[config.mk]
export PLATFORM = sky130hd
export DESIGN_NAME = two_class_priority_queue
export DESIGN_NICKNAME = d
export VERILOG_FILES = /design/src/sv/tcpq_pkg.sv /design/src/sv/tcpq_cell.sv /design/src/sv/two_class_priority_queue.sv
export SDC_FILE = /design/constraint.sdc
export NUM_CORES = 2
export LEC_CHECK = 0
export ABC_AREA = 0
export BUFFER_PORTS_ARGS = -buffer_cell sky130_fd_sc_hd__buf_2
export CAP_MARGIN = 20
export CORE_ASPECT_RATIO = 2
export CORE_MARGIN = 2
export CORE_UTILIZATION = 49
export DETAILED_ROUTE_END_ITERATION = 16
export GPL_TIMING_DRIVEN = 0
export PLACE_DENSITY = 0.76
export SLEW_MARGIN = 20
export SYNTH_ARGS = -nofsm -noshare
export SYNTH_HDL_FRONTEND = slang
export SYNTH_HIERARCHICAL = 1
export SYNTH_SLANG_ARGS = --single-unit
[constraint.sdc]
create_clock -name clk -period 19.9 [get_ports clk]
set_clock_uncertainty 0.05 [all_clocks]
set_input_delay 2.985 -clock clk [delete_from_list [all_inputs] [get_ports clk]]
set_output_delay 2.985 -clock clk [all_outputs]
set_load 0.03 [all_outputs]
[src/sv/tcpq_pkg.sv]
// Shared types and constants for the two-class priority queue.
// No dependencies; imported by tcpq_cell and two_class_priority_queue.
package tcpq_pkg;

	localparam int DATA_W = 32;
	localparam int OCC_W  = 5;

	localparam logic signed [DATA_W-1:0] THRESHOLD_RESET = 32'sd59;

	typedef enum logic [1:0] {
		MODE_PUSH = 2'd0,
		MODE_PRIO = 2'd1,
		MODE_POP  = 2'd2,
		MODE_NOP  = 2'd3
	} mode_t;

	// Per-cycle command broadcast to every cell
	typedef struct packed {
		logic ins;   // insert value this cycle (queue not full)
		logic pop;   // shift toward head this cycle (queue not empty)
		logic prio;  // place behind the leading run of high entries
	} cell_ctl_t;

endpackage

[src/sv/tcpq_cell.sv]
// One storage cell of the priority queue chain.
// Holds a value and an occupied bit; depends on tcpq_pkg.
module tcpq_cell
	import tcpq_pkg::*;
(
	input  logic                     clk,
	input  logic                     arst_n,
	input  cell_ctl_t                ctl,
	input  logic signed [DATA_W-1:0] threshold,
	input  logic signed [DATA_W-1:0] value,
	input  logic signed [DATA_W-1:0] left_data,
	input  logic                     left_occ,
	input  logic signed [DATA_W-1:0] right_data,
	input  logic                     right_occ,
	input  logic                     chain_in,
	output logic                     chain_out,
	output logic signed [DATA_W-1:0] data,
	output logic                     occ
);

	logic signed [DATA_W-1:0] data_q;
	logic                     occ_q;
	logic                     high;
	logic                     keep;

	assign high = data_q > threshold;
	// cell stays ahead of the insert point
	assign keep = occ_q && (!ctl.prio || high);
	assign chain_out = chain_in && keep;

	always_ff @(posedge clk or negedge arst_n) begin
		if (!arst_n) begin
			occ_q <= 1'b0;
		end else if (ctl.ins) begin
			if (!chain_in) begin
				occ_q <= left_occ;
			end else if (!keep) begin
				occ_q <= 1'b1;
			end
		end else if (ctl.pop) begin
			occ_q <= right_occ;
		end
	end

	always_ff @(posedge clk) begin
		if (ctl.ins) begin
			if (!chain_in) begin
				data_q <= left_data;
			end else if (!keep) begin
				data_q <= value;
			end
		end else if (ctl.pop) begin
			data_q <= right_data;
		end
	end

	assign data = data_q;
	assign occ  = occ_q;

endmodule

[src/sv/two_class_priority_queue.sv]
// Top level of the two-class priority queue: a chain of tcpq_cell instances,
// count, threshold register and output register. Depends on tcpq_pkg and tcpq_cell.
//
// One operation is accepted per clock cycle while in_ready is high; its result is
// loaded into the output register, and a new operation is taken whenever that
// register is empty or being drained. The cycle time is set by the insert-point
// chain, which ripples one bit through all QUEUE_DEPTH cells after each cell's
// 32-bit threshold compare. Entries shift one cell toward the tail on insert and
// toward the head on pop. The threshold write port is always ready.
module two_class_priority_queue
	import tcpq_pkg::*;
#(
	parameter int QUEUE_DEPTH = 16
) (
	input  logic                     clk,
	input  logic                     arst_n,
	input  logic                     in_valid,
	output logic                     in_ready,
	input  logic [1:0]               mode,
	input  logic signed [DATA_W-1:0] value,
	output logic                     out_valid,
	input  logic                     out_ready,
	output logic signed [DATA_W-1:0] removed_value,
	output logic                     removed_valid,
	output logic                     empty_alert,
	output logic                     full_drop,
	output logic [OCC_W-1:0]         occupancy,
	input  logic                     cfg_valid,
	output logic                     cfg_ready,
	input  logic signed [DATA_W-1:0] cfg_data
);

	localparam int CNT_W = $clog2(QUEUE_DEPTH + 1);

	logic signed [DATA_W-1:0] threshold_q;
	logic [CNT_W-1:0]         cnt_q;
	logic [CNT_W-1:0]         cnt_next;
	logic                     out_valid_q;
	logic signed [DATA_W-1:0] removed_value_q;
	logic                     removed_valid_q;
	logic                     empty_alert_q;
	logic                     full_drop_q;
	logic [OCC_W-1:0]         occupancy_q;

	logic                     accept;
	logic                     is_ins;
	logic                     is_pop;
	logic                     full;
	logic                     empty;
	cell_ctl_t                ctl;

	logic signed [DATA_W-1:0] cell_data [QUEUE_DEPTH];
	logic                     cell_occ  [QUEUE_DEPTH];
	logic                     chain     [QUEUE_DEPTH+1];

	assign in_ready  = !out_valid_q || out_ready;
	assign accept    = in_valid && in_ready;
	assign cfg_ready = 1'b1;

	assign is_ins = (mode == MODE_PUSH) || (mode == MODE_PRIO);
	assign is_pop = (mode == MODE_POP);
	assign full   = (cnt_q == CNT_W'(QUEUE_DEPTH));
	assign empty  = (cnt_q == '0);

	always_comb begin
		ctl.ins  = accept && is_ins && !full;
		ctl.pop  = accept && is_pop && !empty;
		ctl.prio = (mode == MODE_PRIO) && (value > threshold_q);
	end

	always_comb begin
		cnt_next = cnt_q;
		if (ctl.ins) begin
			cnt_next = cnt_q + 1'b1;
		end else if (ctl.pop) begin
			cnt_next = cnt_q - 1'b1;
		end
	end

	assign chain[0] = 1'b1;

	for (genvar i = 0; i < QUEUE_DEPTH; i++) begin : g_cell
		logic signed [DATA_W-1:0] ldata;
		logic                     locc;
		logic signed [DATA_W-1:0] rdata;
		logic                     rocc;

		if (i == 0) begin : g_head
			assign ldata = '0;
			assign locc  = 1'b0;
		end else begin : g_mid_l
			assign ldata = cell_data[i-1];
			assign locc  = cell_occ[i-1];
		end

		if (i == QUEUE_DEPTH - 1) begin : g_tail
			assign rdata = '0;
			assign rocc  = 1'b0;
		end else begin : g_mid_r
			assign rdata = cell_data[i+1];
			assign rocc  = cell_occ[i+1];
		end

		tcpq_cell u_cell (
			.clk        (clk),
			.arst_n     (arst_n),
			.ctl        (ctl),
			.threshold  (threshold_q),
			.value      (value),
			.left_data  (ldata),
			.left_occ   (locc),
			.right_data (rdata),
			.right_occ  (rocc),
			.chain_in   (chain[i]),
			.chain_out  (chain[i+1]),
			.data       (cell_data[i]),
			.occ        (cell_occ[i])
		);
	end

	always_ff @(posedge clk or negedge arst_n) begin
		if (!arst_n) begin
			threshold_q <= THRESHOLD_RESET;
		end else if (cfg_valid && cfg_ready) begin
			threshold_q <= cfg_data;
		end
	end

	always_ff @(posedge clk or negedge arst_n) begin
		if (!arst_n) begin
			cnt_q       <= '0;
			out_valid_q <= 1'b0;
		end else begin
			cnt_q <= cnt_next;
			if (accept) begin
				out_valid_q <= 1'b1;
			end else if (out_ready) begin
				out_valid_q <= 1'b0;
			end
		end
	end

	// Load the result of the transfer accepted this cycle
	always_ff @(posedge clk) begin
		if (accept) begin
			removed_value_q <= ctl.pop ? cell_data[0] : '0;
			removed_valid_q <= ctl.pop;
			empty_alert_q   <= is_pop && empty;
			full_drop_q     <= is_ins && full;
			occupancy_q     <= OCC_W'(cnt_next);
		end
	end

	assign out_valid     = out_valid_q;
	assign removed_value = removed_value_q;
	assign removed_valid = removed_valid_q;
	assign empty_alert   = empty_alert_q;
	assign full_drop     = full_drop_q;
	assign occupancy     = occupancy_q;

endmodule
Word-level counts from Yosys, hierarchy flattened
Index checks and enable logic that the tools add are counted.

word-level totals
  flip-flop bits (word level) = 606
  latch bits = 0
  memory bits (writable) = 0
  bits in read-only memories = 0
  memories = 0

cells by class
  add/sub/neg operators = 2
  multiply operators = 0
  divide/modulo/power cells = 0
  $lt $le $gt $ge = 17
  equal/unequal tests = 19
  shifts and indexed selects = 0
  multiplexer cells = 130
  bitwise logic cells = 0
  reduce and logical (&&, ||, !) cells = 80

operators with widths
  operator               count
  $mux W32               63
  $gt A32 B32 Y1         17
  $mux W1                65
  $ne A3 B3 Y1 const B   15
  $logic_and A1 B1 Y1    38
  $reduce_and A2 Y1      16
  $logic_or A1 B1 Y1     18
  $mux W5                2
  $add A5 B1 Y5 const B  1
  $eq A5 B5 Y1 const B   1
  $logic_not A5 Y1       1
  $sub A5 B1 Y5 const B  1
  $logic_not A1 Y1       4
  $reduce_bool A2 Y1     2
  $eq A2 B1 Y1 const B   1
  $eq A2 B2 Y1 const B   1
  $logic_not A2 Y1       1
  $ne A2 B2 Y1 const B   1

Longest topological paths before layout
  depth after elaboration = 21
  mapped depth = 71
  mapped depth without buffers = 56

Hierarchy
The synthesis kept the hierarchy.

modules (own cells, without submodules)
  module                    instances  cells each  area each (um^2)  sequential area each (um^2)
  tcpq_cell                 16         267         2,558.7           985.9
  two_class_priority_queue  1          340         3,758.6           2,158.3

Worst setup path before layout
No wires, ideal clock.

  kind = in2reg
  start point = in value[14]
  end point = reg g_cell[15].u_cell.data_q[0] (enable)
  library setup time = 441 ps
  arrival = 13,569 ps
  required time = 19,409 ps
  setup slack = 5,840 ps
  stages = 54
  buffers on the path = 29
  cells stage by stage = ha_1 -> a21oi_1 -> nand2_1 -> a221o_1 -> o31ai_2 -> a21oi_1 -> and3b_1 -> nor2_1 -> a41o_1 -> buf_8 -> buf_8 -> a41o_1 -> buf_8 -> buf_8 -> a41o_1 -> buf_8 -> buf_8 -> a41o_1 -> (+18 left out) -> buf_8 -> buf_8 -> a41o_1 -> buf_8 -> buf_8 -> a41o_1 -> buf_8 -> buf_8 -> a41o_1 -> buf_8 -> buf_8 -> a41o_1 -> buf_8 -> buf_8 -> a41o_1 -> buf_8 -> and3_1 -> a31oi_1

RTL lines
  element               RTL line                        text
  from (decl)           two_class_priority_queue.sv:20  input logic signed [DATA_W-1:0] value,
  to (signal assigned)  tcpq_cell.sv:48                 data_q <= left_data;
  to (signal assigned)  tcpq_cell.sv:50                 data_q <= value;
  to (signal assigned)  tcpq_cell.sv:53                 data_q <= right_data;
  to (decl)             tcpq_cell.sv:21                 logic signed [DATA_W-1:0] data_q;

==> results by group <==
STA
  – Tmin final: 14760 ps
  – F_max: 0.0678 GHz
  – Setup TNS: 0 ps
  – Fin. Hold Viols: 0
  – RSZ-0062 raised after global routing: no
  – Slew Limit Fails: 0
  – Final period util: 74.2%
  – Slew headroom: 22.0%
  – Worst Setup Slack, final: 5140 ps
  – Worst Max-Slew Pin Slew: 1170 ps
  – Final Setup Violations: 0

Worst setup path
  – CP most frequent cell: buf_8
  – Worst Path Max Fanout: 17
  – Crit path DAT: 15040 ps
  – Setup crit end kind: flip-flop
  – Slowest CP cell: nor4_2
  – Crit Path Category: primary input to flip-flop
  – Slowest stage delay, CP: 800 ps
  – Critical Path RT: 20190 ps
  – Startpoint types: primary input

Drt
  – Number of vias per cell: 5.86
  – DR pass1 iterations: 5
  – Initial drt markers: 2295
  – Antenna viol nets, final: 0
  – Drc violations: 0
  – Wire per inst: 22.1 um
  – Routed WL: 135 mm
  – Via count: 35700

Synth
  – Synthesized area per cell: 9.69 sq um
  – Syn Inst Count: 4611
  – Cell area after synthesis: 44700 sq um
  – Synth Warn #: 6

Die
  – Die Height: 431 um
  – Rows: 156
  – Initial Util: 49.4%
  – Die footprint: 93800 sq um
  – Die W: 218 um
  – Total core area: 90400 sq um
  – Ports: 114

Global routing
  – Largest net degree at the start of global routing: 49
  – Global-route usage over all layers: 28.3%
  – First-pass GRT wire length: 202 mm
  – Initial antenna violation count: 6
  – Vias in the first global route: 37200
  – Grt total ovfl: 0

Status
  – Status: finished clean

Layout
  – Final std cells w/o fill: 6094
  – Nets: 5482
  – Fillers: 7756
  – Storage element area: 17900 sq um
  – Syn-to-layout area delta: 10.8%
  – Final Instance Area: 49500 sq um
  – Util after Layout: 54.8%
  – Layout cell share with drive strength beyond 1: 7.81%
  – Multi-input gate area: 24000 sq um

Clocking
  – Clk Latency, worst-skew pair: 630 ps
  – Num Clock Sinks: 606
  – Bufs on Longest Clock Path: 3
  – Post-CTS Setup Repair Bufs: 0
  – CTS tree: done
  – Hold buffer count at cts: 0
  – CTS Buf Count: 56
  – # resized after CTS: 0
  – CTS root buf: clkbuf_16
  – # H-tree levels: 2
  – Clock slew at reported path FFs: 60 ps

Hold path
  – Worst min-delay path class: flip-flop to flip-flop

Place
  – Pre-CTS setup slack: 4770 ps
  – GP Congestion: 0.962
  – # placed instances: 5992
  – Hpwl dp: 110 mm
  – Area of placed instances: 47700 sq um
  – Number of port buffers: 111

Power
  – Max VDD drop: 0.0746 mV
  – Cell leakage power: 20.7 nW
  – Power per cell area: 93.8 nW/um^2

Run
  – Max cap viols: 0
==> worst paths after layout <==
| path | start | cells past startpoint | to | slack [ps] |
|---|---|---|---|---|
| min reg2reg | cnt_q[3] | 1 | cnt_q[3] | 480 |
| min | cnt_q[3] | 1 | cnt_q[3] | 480 |
| max | value[31] | 68 | g_cell[15].u_cell/data[5] | 5140 |
| max reg2reg | threshold_q[31] | 68 | g_cell[15].u_cell/data[5] | 6870 |
| max in group asynchronous | arst_n | 2 | threshold_q[0] | 17130 |
| min in group asynchronous | arst_n | 1 | threshold_q[9] | 2120 |
==> per-stage QoR <==
stage                     total power [W]  hold slack, ps
final                             0.00465             480
after global routing              0.00485             485
after detailed placement          0.00354             460
after floorplan                   0.00303             424
after CTS                         0.00463             472
after global placement            0.00345             439
==> power breakdown <==
| part | switching, W | internal (W) |
|---|---|---|
| Sequential | 0.000150 | 0.00158 |
| Clock | 0.000501 | 0.000596 |
| Combinational | 0.00106 | 0.000764 |
==> area by class of cell <==
| type | instances | area share, % |
|---|---|---|
| Clock buffer | 76 | 3.07 |
| Antenna cell | 2 | 0.0101 |
| Timing Repair Buffer | 130 | 2.17 |
| Buffer | 205 | 2.38 |
| Inverter | 566 | 4.29 |
| Sequential cell | 606 | 36.2 |
| Tap cell | 1185 | 2.99 |
| Clock inverter | 24 | 0.490 |
| Multi-Input combinational cell | 3300 | 48.4 |
==> cell usage in the layout, fill, tap and decap left out, types with 18 or more instances in the layout <==
cell type / n
o211ai_1: 33
a21oi_1: 754
buf_16: 18
buf_8: 32
mux2i_1: 513
and2_1: 32
edfxtp_1: 552
a211oi_1: 33
inv_1: 565
nand2_1: 184
nor2b_1: 33
nor2_1: 598
clkbuf_16: 57
nand3_1: 53
o21ai_0: 81
buf_2: 144
nor3_1: 20
conb_1: 68
nand4_1: 118
a21o_1: 18
clkbuf_1: 138
ha_1: 546
dfrtp_1: 49
==> layer usage <==
metal	global-route usage, %	vias to the layer above	share of wire, %
met5	0	-	0.037
met4	33.2	10	14
met3	4.09	765	4.2
met2	52.7	1373	52
met1	23.3	16600	30
li1	-	17000	-
==> registers in the layout, summed over array words and instances (netlist names) <==
| register | count |
|---|---|
| full_drop | 1 |
| out_valid | 1 |
| g_cell.u_cell/occ | 16 |
| g_cell.u_cell/data | 512 |
| removed_value | 32 |
| empty_alert | 1 |
| threshold_q | 32 |
| cnt_q | 5 |
| removed_valid | 1 |
| occupancy | 5 |
==> worst max-delay path, delay by kind of cell <==
kind | cells | cell delay (ps)
adder cells (fa/ha/maj) | 1 | 540
AND/OR/NAND/NOR | 29 | 3350
buffers and inverters | 20 | 3220
AO/OA/AOI/OAI | 18 | 4840
(Power assumes the default switching activity.)
